$ cat src/rtl/stcag_pkg.sv
// ----------------------------------------------------------------------------
// stcag_pkg
// Types and constants shared by the strided address generator modules.
// ----------------------------------------------------------------------------
package stcag_pkg;

  localparam int unsigned NDIM       = 3;
  localparam int unsigned IDX_W      = 48;
  localparam int unsigned SIZE_W     = 16;
  localparam int unsigned STRIDE_W   = 32;
  localparam int unsigned EB_W       = 4;
  localparam int unsigned PROD_W     = 2 * SIZE_W;
  localparam int unsigned Q2_W       = 32;
  localparam int unsigned MUL_W      = SIZE_W + STRIDE_W;
  localparam int unsigned SRC_W      = 52;
  localparam int unsigned SRCB_W     = 55;
  localparam int unsigned DSTB_W     = 51;
  localparam int unsigned CFG_IDX_W  = 3;
  localparam int unsigned CFG_DATA_W = 32;

  // Register indexes
  localparam logic [CFG_IDX_W-1:0] REG_DIM0_SIZE   = 3'd0;
  localparam logic [CFG_IDX_W-1:0] REG_DIM1_SIZE   = 3'd1;
  localparam logic [CFG_IDX_W-1:0] REG_DIM2_SIZE   = 3'd2;
  localparam logic [CFG_IDX_W-1:0] REG_DIM0_STRIDE = 3'd3;
  localparam logic [CFG_IDX_W-1:0] REG_DIM1_STRIDE = 3'd4;
  localparam logic [CFG_IDX_W-1:0] REG_DIM2_STRIDE = 3'd5;
  localparam logic [CFG_IDX_W-1:0] REG_BASE_OFFSET = 3'd6;
  localparam logic [CFG_IDX_W-1:0] REG_ELEM_BYTES  = 3'd7;

  typedef struct packed {
    logic [NDIM-1:0][SIZE_W-1:0]   size;
    logic [NDIM-1:0][STRIDE_W-1:0] stride;
    logic [STRIDE_W-1:0]           base;
    logic [EB_W-1:0]               eb;
  } cfg_t;

  typedef struct packed {
    logic [IDX_W-1:0]  idx;
    logic [DSTB_W-1:0] dst_byte;
    logic              invalid;
  } item_t;

endpackage

$ cat src/rtl/stcag_front.sv
// ----------------------------------------------------------------------------
// stcag_front
// Takes items, checks the index against the size product, works out the
// destination byte offset and hands classified items to the queue.
// ----------------------------------------------------------------------------
module stcag_front (
  input  logic                          clk_i,
  input  logic                          rst_ni,
  input  stcag_pkg::cfg_t               cfg_i,
  input  logic                          in_valid_i,
  output logic                          in_stall_o,
  input  logic [stcag_pkg::IDX_W-1:0]   dest_index_i,
  output logic                          push_o,
  output stcag_pkg::item_t              item_o,
  input  logic                          full_i
);

  logic                            va_q, vb_q;
  logic                            en_a, en_b;
  logic [stcag_pkg::IDX_W-1:0]     idx_a_q, idx_b_q;
  logic [stcag_pkg::PROD_W-1:0]    p01_q;
  logic [stcag_pkg::IDX_W-1:0]     prod_q;
  logic [stcag_pkg::DSTB_W-1:0]    dstb_q;
  logic [stcag_pkg::IDX_W+stcag_pkg::EB_W-1:0] dstb_full;

  assign en_b       = !vb_q || !full_i;
  assign en_a       = !va_q || en_b;
  assign in_stall_o = va_q && !en_a;
  assign push_o     = vb_q && !full_i;

  assign dstb_full = idx_a_q * cfg_i.eb;

  always_ff @(posedge clk_i or negedge rst_ni) begin
    if (!rst_ni) begin
      va_q <= 1'b0;
      vb_q <= 1'b0;
    end else begin
      if (en_a) va_q <= in_valid_i;
      if (en_b) vb_q <= va_q;
    end
  end

  always_ff @(posedge clk_i) begin
    if (en_a && in_valid_i) begin
      idx_a_q <= dest_index_i;
      p01_q   <= cfg_i.size[0] * cfg_i.size[1];
    end
    if (en_b && va_q) begin
      idx_b_q <= idx_a_q;
      prod_q  <= p01_q * cfg_i.size[2];
      dstb_q  <= dstb_full[stcag_pkg::DSTB_W-1:0];
    end
  end

  assign item_o.idx      = idx_b_q;
  assign item_o.dst_byte = dstb_q;
  assign item_o.invalid  = !(idx_b_q < prod_q);

endmodule

$ cat config.mk
export PLATFORM = sky130hd
export DESIGN_NAME = stcag_front
export DESIGN_NICKNAME = d
export VERILOG_FILES = /design/src/rtl/stcag_pkg.sv /design/src/rtl/stcag_front.sv
export SDC_FILE = /design/constraint.sdc
export NUM_CORES = 2
export LEC_CHECK = 0
export ABC_AREA = 1
export BUFFER_PORTS_ARGS = -buffer_cell sky130_fd_sc_hd__buf_2
export CAP_MARGIN = 20
export CORE_AREA = 3 3 402 364
export CTS_CLUSTER_DIAMETER = 40
export DETAILED_ROUTE_END_ITERATION = 8
export DIE_AREA = 0 0 405 367
export SLEW_MARGIN = 10
export SYNTH_ARGS = -nofsm -noshare
export SYNTH_HDL_FRONTEND = slang
export SYNTH_SLANG_ARGS = --single-unit
export TNS_END_PERCENT = 30
$ cat constraint.sdc
create_clock -name clk_i -period 9.5 [get_ports clk_i]
set_input_delay 1.9 -clock clk_i [delete_from_list [all_inputs] [get_ports clk_i]]
set_output_delay 1.9 -clock clk_i [all_outputs]
set_load 0.02 [all_outputs]
==> run metrics <==
run status completed; Hold Crit Class flop to flop; wire per inst 14.83 µm; Post-Route WL 112600 µm; Initial Util 30.05%; Critical Setup Path Class input port to flop; nets 6948; Distinct cells, synth 33; die area 0.1486 mm²; slew margin rel. 31.88%; post-layout min period 7.168 ns; Post-CTS Setup Repair Bufs 0; Max Cap Viol 0; commonest non-fill, non-tap cell in the layout nand2_1; Clk Latency, worst-skew pair 0.56 ns; Post-synth ARST share 0.8734%; H-tree depth 2; critical path arrival 7.45 ns; layout cell share with drive strength beyond 1 6.821%; clock sinks 229; DR iter-0 viols 1829; CP Max Fanout 32; Post-DRT Antenna Nets 0; Yosys reg bits 229; global-route wire length before repair 185200 µm; I/O pin count 334; most frequent cells in the layout nand2_1 (1873), inv_1 (1624), fa_1 (704); # DRC 0; Syn Inst Count 5634; All-Layer GR Usage 15.40%; Finish-stage setup viols 0; Storage cell area 0.006867 mm²; post-synthesis sequential area ratio 16.10%; post-route cell area 0.04675 mm²; synthesized area 0.04266 mm²; CTS tree yes; Slew @ Worst Pin 1.022 ns; Fmax 139.5 MHz; Critical Path RT 9.78 ns; initial antenna violation count 11; grt ovf 0; CTS root buf clkbuf_16; Post-DP HPWL 94660 µm; drt pass-1 iters 7; Cell Rows 131; CP endpoint kind flop; Layout area overhead 9.585%; FILL cells 15180; DR vias/cell 4.442; Cell Area, Placed 0.04532 mm²; synth warn 0; post-CTS resize count 0; vias in the first global route 35140; Pins Over Slew Limit 0; core box area 0.1419 mm²; multi-input logic area 0.02892 mm²; Worst-path clk slew 0.05 ns; total CTS buffers 40; height of the die 367 µm; Worst setup SP type input port; via count 33710; Synth Flop Type edfxtp_1; largest net degree at the start of global routing 148; Final Hold Fails 0; Die X-Extent 405 µm; EDFF count, synth 227; syn nets 6895; clk_skew 0.01097 ns; PortBufs 205; Placer Congestion 0.9104; maximum clock insertion buffer count 3; setup repair after global routing missed its margin false; ratio of final minimum period to clock period 75.45%; Final TNS setup 0 ns; # hold bufs at CTS 0; Syn Area/Cell 7.572 µm²
==> synthesized netlist by cell type, types with 6 or more instances <==
cell type,number,area (µm²)
inv_1,1625,6100
a21oi_1,111,555.5
nand3_1,100,500.5
xor2_1,59,516.8
nand2_1,1873,7030
nor2_2,49,306.5
fa_1,704,14090
nand2_2,26,162.7
ha_1,325,4066
o21ai_0,30,150.1
o21bai_1,11,82.58
xnor2_1,11,96.34
clkbuf_1,196,735.7
nand3_2,15,150.1
nand4_1,29,181.4
nor2_1,170,638.1
a31oi_1,6,37.54
edfxtp_1,227,6817
nor3_1,23,115.1
inv_2,14,52.55
==> routing by layer <==
metal / routed length [µm] / track usage (%) / vias to the layer above
met5: 23 / 0 / -
met4: 2988 / 4.447 / 4
met3: 5911 / 1.922 / 147
met2: 53550 / 26.43 / 798
met1: 50100 / 20.26 / 16540
li1: - / - / 16220
==> final cells by class <==
cell class | instances | share of cell area [%]
Tap cell | 1862 | 4.983
Inverter | 1639 | 13.16
Antenna cell | 9 | 0.04817
Clock buffer | 43 | 2.165
Timing Repair Buffer | 207 | 2.254
Sequential cell | 229 | 14.69
Multi-Input combinational cell | 3570 | 61.86
Clock inverter | 30 | 0.8431
==> critical path, cell delays in order <==
cell,delay [ns]
buf_2,0.62
nand2_1,0.17
fa_1,0.53
fa_1,0.53
fa_1,0.52
inv_1,0.06
fa_1,0.49
fa_1,0.49
inv_1,0.05
fa_1,0.54
inv_1,0.06
ha_1,0.41
nand2_1,0.14
nor2_1,0.19
nand2_1,0.13
nor2_1,0.20
nand3_1,0.14
nand4_1,0.11
nand2_1,0.12
==> path summary, 6_finish.rpt <==
kind | from | end | slack, ns | depth (start not counted)
hold / removal | va_q | vb_q | 0.50 | 2
setup reg to reg | p01_q[24] | prod_q[44] | 3.36 | 18
max in group asynchronous | rst_ni | va_q | 8.29 | 1
hold reg to reg | va_q | vb_q | 0.50 | 2
min in group asynchronous | rst_ni | vb_q | 1.11 | 1
setup / recovery | cfg_i[166] | prod_q[44] | 2.33 | 19
==> metrics by stage <==
stage               cells  hold slack (ns)  util (%)  setup WS [ns]
global placement     7507           0.4767     31.93          1.825
detailed placement   7507           0.4940     31.93          1.787
floorplan            5634           0.4433         -          2.506
global route         7583           0.5303     32.92          2.036
finish               7589           0.5004     32.94          2.332
CTS                  7580           0.5067     32.92          2.376
==> sequential cells by signal, summed over array words and instances, names as in the netlist <==
register	count
va_q	1
prod_q	48
vb_q	1
idx_b_q	48
p01_q	32
idx_a_q	48
dstb_q	51
==> kinds of logic after synthesis <==
| group | after synthesis | synth area share (%) |
|---|---|---|
| simple gates | 2302 | 21.62 |
| flops | 229 | 16.10 |
| buf+inv | 1835 | 16.15 |
| compound gates | 169 | 2.132 |
| fa+ha+maj | 1029 | 42.57 |
| xor+xnor | 70 | 1.437 |
Power is not shown: default switching activity piles up to over one toggle a cycle in this logic, so the estimate is an artifact.
