File: src/rtl/stcag_pkg.sv
// ----------------------------------------------------------------------------
// stcag_pkg
// Types and constants shared by the strided address generator modules.
// ----------------------------------------------------------------------------
package stcag_pkg;

  localparam int unsigned NDIM       = 3;
  localparam int unsigned IDX_W      = 48;
  localparam int unsigned SIZE_W     = 16;
  localparam int unsigned STRIDE_W   = 32;
  localparam int unsigned EB_W       = 4;
  localparam int unsigned PROD_W     = 2 * SIZE_W;
  localparam int unsigned Q2_W       = 32;
  localparam int unsigned MUL_W      = SIZE_W + STRIDE_W;
  localparam int unsigned SRC_W      = 52;
  localparam int unsigned SRCB_W     = 55;
  localparam int unsigned DSTB_W     = 51;
  localparam int unsigned CFG_IDX_W  = 3;
  localparam int unsigned CFG_DATA_W = 32;

  // Register indexes
  localparam logic [CFG_IDX_W-1:0] REG_DIM0_SIZE   = 3'd0;
  localparam logic [CFG_IDX_W-1:0] REG_DIM1_SIZE   = 3'd1;
  localparam logic [CFG_IDX_W-1:0] REG_DIM2_SIZE   = 3'd2;
  localparam logic [CFG_IDX_W-1:0] REG_DIM0_STRIDE = 3'd3;
  localparam logic [CFG_IDX_W-1:0] REG_DIM1_STRIDE = 3'd4;
  localparam logic [CFG_IDX_W-1:0] REG_DIM2_STRIDE = 3'd5;
  localparam logic [CFG_IDX_W-1:0] REG_BASE_OFFSET = 3'd6;
  localparam logic [CFG_IDX_W-1:0] REG_ELEM_BYTES  = 3'd7;

  typedef struct packed {
    logic [NDIM-1:0][SIZE_W-1:0]   size;
    logic [NDIM-1:0][STRIDE_W-1:0] stride;
    logic [STRIDE_W-1:0]           base;
    logic [EB_W-1:0]               eb;
  } cfg_t;

  typedef struct packed {
    logic [IDX_W-1:0]  idx;
    logic [DSTB_W-1:0] dst_byte;
    logic              invalid;
  } item_t;

endpackage

File: src/rtl/stcag_queue.sv
// ----------------------------------------------------------------------------
// stcag_queue
// Two-entry queue between the front and back parts.
// ----------------------------------------------------------------------------
module stcag_queue (
  input  logic             clk_i,
  input  logic             rst_ni,
  input  logic             push_i,
  input  stcag_pkg::item_t item_i,
  output logic             full_o,
  output logic             valid_o,
  input  logic             pop_i,
  output stcag_pkg::item_t item_o
);

  stcag_pkg::item_t mem_q [0:1];
  logic             wr_q, rd_q;
  logic [1:0]       cnt_q;

  assign full_o  = (cnt_q == 2'd2);
  assign valid_o = (cnt_q != 2'd0);
  assign item_o  = mem_q[rd_q];

  always_ff @(posedge clk_i or negedge rst_ni) begin
    if (!rst_ni) begin
      wr_q  <= 1'b0;
      rd_q  <= 1'b0;
      cnt_q <= 2'd0;
    end else begin
      if (push_i) wr_q <= !wr_q;
      if (pop_i)  rd_q <= !rd_q;
      if (push_i && !pop_i)      cnt_q <= cnt_q + 2'd1;
      else if (!push_i && pop_i) cnt_q <= cnt_q - 2'd1;
    end
  end

  always_ff @(posedge clk_i) begin
    if (push_i) mem_q[wr_q] <= item_i;
  end

endmodule

File: config.mk
export PLATFORM = sky130hd
export DESIGN_NAME = stcag_queue
export DESIGN_NICKNAME = d
export VERILOG_FILES = /design/src/rtl/stcag_pkg.sv /design/src/rtl/stcag_queue.sv
export SDC_FILE = /design/constraint.sdc
export NUM_CORES = 1
export LEC_CHECK = 0
export BUFFER_PORTS_ARGS = -buffer_cell sky130_fd_sc_hd__buf_2
export CORE_MARGIN = 2
export CORE_UTILIZATION = 45
export CTS_BUF_LIST = sky130_fd_sc_hd__clkbuf_8
export CTS_CLUSTER_SIZE = 40
export DETAILED_ROUTE_END_ITERATION = 7
export GPL_TIMING_DRIVEN = 0
export HOLD_SLACK_MARGIN = 0.06
export PLACE_DENSITY = 0.83
export REMOVE_ABC_BUFFERS = 1
export SYNTH_ARGS = -nofsm -noshare
export SYNTH_HDL_FRONTEND = slang
export SYNTH_SLANG_ARGS = --single-unit
File: constraint.sdc
create_clock -name clk_i -period 5.23 [get_ports clk_i]
set_clock_uncertainty 0.2 [all_clocks]
set_input_delay 0.523 -clock clk_i [delete_from_list [all_inputs] [get_ports clk_i]]
set_output_delay 0.523 -clock clk_i [all_outputs]
set_load 0.05 [all_outputs]
==> flow_metrics.tcl, run 1 <==
set metrics [dict create \
    initial_utilization 0.457 \
    vias 4262 \
    core_mm2 0.0172 \
    grt_max_degree 58 \
    htree_levels 2 \
    worst_pin_slew_ns 0.807 \
    path_class "reg2out" \
    yosys_warnings 0 \
    gr-total-overflow 0 \
    slew_violations 0 \
    yosysMostFrequentCell "edfxtp_1" \
    grt_pass1_wl_um 23500 \
    drtAntennaViolNets 0 \
    ys_top_cells_by_count "200 x edfxtp_1, 90 x mux2_4, 10 x mux2_2" \
    cts-root-buf "clkbuf_8" \
    grtUsageTotal 0.165 \
    syn_inst 327 \
    p_clk_frac 0.198 \
    crit_slowest_cell "dfrtp_4" \
    synthFlopType "edfxtp_1" \
    seqPwrFrac 0.365 \
    cp_max_fo 45 \
    clock.fmax_ghz 0.314 \
    antenna_found_initial 0 \
    dpl.hpwl_um 9260 \
    p_int_w 0.00377 \
    path_clk_slew_ns 0.06 \
    dieArea_mm2 0.0185 \
    max_stage_delay_ns 0.70 \
    period_share 0.609 \
    p_per_area_mw_per_mm2 585 \
    path_delay_family "buffers and inverters" \
    areaGrowthSynthToFinish_pct 37.2 \
    die-height_um 136 \
    grt_pass1_vias 4825 \
    startpoint_type "register" \
    yosysSeqAreaShare 0.777 \
    post-route-util 0.628 \
    post_cts_resize_count 0 \
    viasPerCell 4.65 \
    synthArstFlopShare 0.0196 \
    port_buffers 205 \
    cp_data_required_time_ns 4.51 \
    status "finished clean" \
    r2r_cells 3 \
    syn_area_mm2 0.00786 \
    cts_tree "done" \
    cp_data_arrival_time_ns 2.46 \
    power_leakage_nw 4.42 \
    routabilityCongestion 0.759 \
    cts_setup_buffers 0 \
    drive_gt1_frac 0.518 \
    drt_first_pass_iters 4 \
    synth_top_area_cell "edfxtp_1" \
    slew-limit-headroom 0.461 \
    cp_num_buf_inv 3 \
    routed_wl_um 15500 \
    cts_buffer_depth 3 \
    rows 48 \
    drt_iter0_markers 166 \
    p_sw_frac 0.403 \
    dieWidth_um 136 \
    endpoint_kind "output port" \
    ys_top_cells_by_area "edfxtp_1 76%, mux2_4 17%, buf_12 2.3%" \
    rsz0062_at_grt "no" \
    yosysTopAreaCellShare 0.765 \
    drc 0 \
    fin_nets 771 \
    maxCapViolations 0 \
    synthDistinctLibCells 15 \
    syn_avg_cell_area_um2 24.0 \
    numCtsBuffers 34 \
    final-hold-violation-count 0 \
    insertedDiodeCount 0 \
    ir_drop_v 0.000587 \
    fin_tns_setup_ns 0 \
    p_sw_w 0.00254 \
    ioPinCount 206 \
    hold_path_class "in2async" \
    cp_num_cells 4 \
    ys_ff_latch 204 \
    cts.sinks 204 \
    path_cells "buf_16 -> buf_16 -> mux2_4 -> buf_2" \
    synth_edf_count 200 \
    period_needed_ns 3.19 \
    clkLatencyLatePin_ns 0.49 \
    cp_common_cell "buf_16" \
    comb_power_share 0.437 \
    finalSetupViolCount 0 \
    wl_per_cell_um 16.9 \
]
-- metal layers --
layer / wire, um / global-route usage / share of wire
met5: 0 / 0 / 0
met1: 5720 / 0.169 / 0.37
met4: 404 / 0.0723 / 0.026
met3: 1100 / 0.0544 / 0.071
met2: 8290 / 0.303 / 0.53
-- sequential cells by signal, summed over array words and instances (netlist names) --
| signal | count |
|---|---|
| mem_q | 200 |
| cnt_q | 2 |
| rd_q | 1 |
| wr_q | 1 |
-- worst register-to-register path: stages (launching register included) --
cell and delay, ns:
dfrtp_1 0.43, nor2b_4 0.66, buf_12 0.30, buf_12 0.24
-- final cells by class --
cell class                 count  area [um^2]
clock buffer                  38          523
clock inverter                23         95.1
fill                        1234         6400
inverter                       1         3.75
multi-input combinational    111         1560
sequential                   204         6110
tap                          225          282
timing repair buffer         314         2210
-- metrics by stage --
step | hold WS (ns) | instance area [um^2] | std cells | worst slack (ns) | power, W
after global routing | 0.142 | 10800 | 916 | 1.93 | 0.00656
final | 0.168 | 10800 | 916 | 2.04 | 0.00631
after CTS | 0.145 | 10800 | 916 | 1.98 | 0.00636
after global placement | 0.126 | 8970 | 746 | -2.78 | 0.00519
after floorplan | 0.0274 | 7660 | 316 | -0.417 | 0.00459
after detailed placement | 0.138 | 9130 | 752 | 2.54 | 0.00504
-- placed cells by master (no fill, tap or decap), drive strengths merged, types with 2 or more instances in the layout --
| cell type | instances |
|---|---|
| buf | 211 |
| clkbuf | 38 |
| clkinv | 11 |
| dfrtp | 4 |
| dlygate4sd3 | 103 |
| edfxtp | 200 |
| inv | 12 |
| mux2 | 100 |
| nor2b | 2 |
| xor2 | 4 |
-- worst paths after layout --
| kind | endpoint | slack [ns] | start |
|---|---|---|---|
| setup reg to reg | mem_q[0][35] | 3.08 | wr_q |
| hold reg to reg | cnt_q[1] | 0.29 | cnt_q[1] |
| max in group asynchronous | rd_q | 4.52 | rst_ni |
| min in group clk_i | cnt_q[1] | 0.29 | cnt_q[1] |
| setup / recovery | item_o[92] | 2.04 | rd_q |
| hold / removal | cnt_q[1] | 0.17 | rst_ni |
-- power groups by stage --
stage,registers [W],logic [W],clock network [W]
floorplan,0.00246,0.00213,0
global placement,0.00254,0.00265,0
detailed placement,0.00234,0.00270,0
CTS,0.00230,0.00277,0.00129
global route,0.00233,0.00287,0.00136
finish,0.00230,0.00275,0.00125
-- cell families after synthesis --
logic type,Yosys count,synth area share
flops,204,0.777
buf+inv,12,0.0255
simple gates,5,0.00366
xor+xnor,5,0.00557
fa+ha+maj,1,0.00159
mux,100,0.186
-- what timing repair did --
item,4_1_cts,5_1_grt
hold endpoints to repair,206,0
setup endpoints to repair,0,0
hold buffers,103,0
Power figures use the tool's default switching activity.
==> run 2, diff against run 1 <==
Settings changed: PLACE_DENSITY 0.83 to 0.81.
Clock period 5.23 ns to 3.1 ns, I/O delays scaled along.
==> flow_metrics.tcl, run 2 (synthesis gave the netlist of run 1 again) <==
set metrics [dict create \
    clkLatencyLatePin_ns 0.54 \
    worst_pin_slew_ns 0.762 \
    cts-root-buf "clkbuf_8" \
    clock.fmax_ghz 0.349 \
    ir_drop_v 0.000573 \
    cts_tree "done" \
    numCtsBuffers 31 \
    cts_buffer_depth 3 \
    largest_register_ff_count 200 \
    drt_first_pass_iters 5 \
    fill_cells 1229 \
    fin_nets 769 \
    endpoint_kind "output port" \
    areaGrowthSynthToFinish_pct 36.2 \
    cp_max_fo 52 \
    core_mm2 0.0172 \
    maxCapViolations 0 \
    pre_cts_slack_ns 0.489 \
    initial_utilization 0.457 \
    dieArea_mm2 0.0185 \
    reg.largest.list "mem_q (200), cnt_q (2)" \
    cts.sinks 204 \
    final-hold-violation-count 0 \
    fin_tns_setup_ns 0 \
    p_total_w 0.0105 \
    drt_iter0_markers 207 \
    grt_max_degree 60 \
    port_buffers 205 \
    drive_gt1_frac 0.513 \
    grt_pass1_wl_um 24100 \
    path_class "reg2out" \
    fin_cells 913 \
    cp_data_arrival_time_ns 2.36 \
    dieWidth_um 136 \
    vias 4281 \
    grt_pass1_vias 4723 \
    top_register "mem_q" \
    dpl.hpwl_um 9140 \
    path_clk_slew_ns 0.07 \
    ioPinCount 206 \
    worst_slack_ns 0.233 \
    drc 0 \
    power_leakage_nw 4.38 \
    startpoint_type "register" \
    grtUsageTotal 0.167 \
    rows 48 \
    viasPerCell 4.69 \
    htree_levels 1 \
    period_needed_ns 2.87 \
    dp_cells 751 \
    routabilityCongestion 0.696 \
    status "finished clean" \
    period_share 0.925 \
    hold_path_class "in2reg" \
    layout_common_cells "205 x buf_2, 200 x edfxtp_1, 104 x dlygate4sd3_1" \
    antenna_found_initial 0 \
    slew-limit-headroom 0.491 \
    finalSetupViolCount 0 \
    insertedDiodeCount 0 \
    routed_wl_um 16000 \
    rsz0062_at_grt "no" \
    final_common_cell "buf_2" \
    gr-total-overflow 0 \
    cp_data_required_time_ns 2.59 \
    drtAntennaViolNets 0 \
    slew_violations 0 \
    p_per_area_mw_per_mm2 978 \
    wl_per_cell_um 17.5 \
    die-height_um 136 \
]
==> run 2: power breakdown <==
part	internal [W]	leakage, nW	total, W	switching [W]
clock network	0.000930	0.321	0.00193	0.000999
registers	0.00366	1.92	0.00391	0.000247
logic	0.00156	2.13	0.00462	0.00307
==> run 2: final cells by class <==
cell class              instances  area (um^2)  area share
flip-flops and latches        204         6110       0.571
multi-input cells             111         1560       0.146
clock inverters                26          106     0.00994
repair buffers                315         2210       0.207
well taps                     225          282      0.0263
inverters                       1         3.75    0.000351
clock buffers                  31          427      0.0399
==> run 2: through the flow <==
stage,util,hold WS [ns],area (um^2)
floorplan,-,-0.186,7660
global placement,0.522,-0.0874,8970
detailed placement,0.530,-0.0812,9100
CTS,0.623,0.240,10700
global route,0.623,0.254,10700
finish,0.623,0.284,10700
==> run 2: critical path, cell delays in order, from the launching register on <==
cell	delay, ns
dfrtp_4	0.77
buf_16	0.38
mux2_2	0.38
buf_2	0.22
==> run 2: worst paths after layout <==
path                             from      endpoint  slack [ns]  cells past startpoint
min in group asynchronous      rst_ni      cnt_q[1]        0.48                      3
setup / recovery                 rd_q    item_o[91]        0.23                      3
max in group asynchronous      rst_ni          rd_q        2.02                      3
setup reg to reg                 wr_q  mem_q[0][21]        0.97                      3
hold reg to reg              cnt_q[1]      cnt_q[1]        0.28                      1
hold / removal             item_i[68]  mem_q[0][68]        0.28                      2
==> run 2: per-layer routing <==
layer / vias to the layer above / global-route usage / routed length, um / part of all wire
li1: 1981 / - / - / -
met1: 2096 / 0.186 / 6070 / 0.38
met2: 169 / 0.307 / 8370 / 0.52
met3: 35 / 0.0481 / 1240 / 0.077
met4: 0 / 0.0556 / 337 / 0.021
met5: - / 0 / 0 / 0
==> run 2: what timing repair did <==
| action | in CTS | in global routing |
|---|---|---|
| endpoints found under the setup margin | 52 | 0 |
| resized for setup | 0 | 0 |
| hold buffers | 104 | 0 |
| setup buffers | 1 | 0 |
| hold endpoints to repair | 207 | 0 |
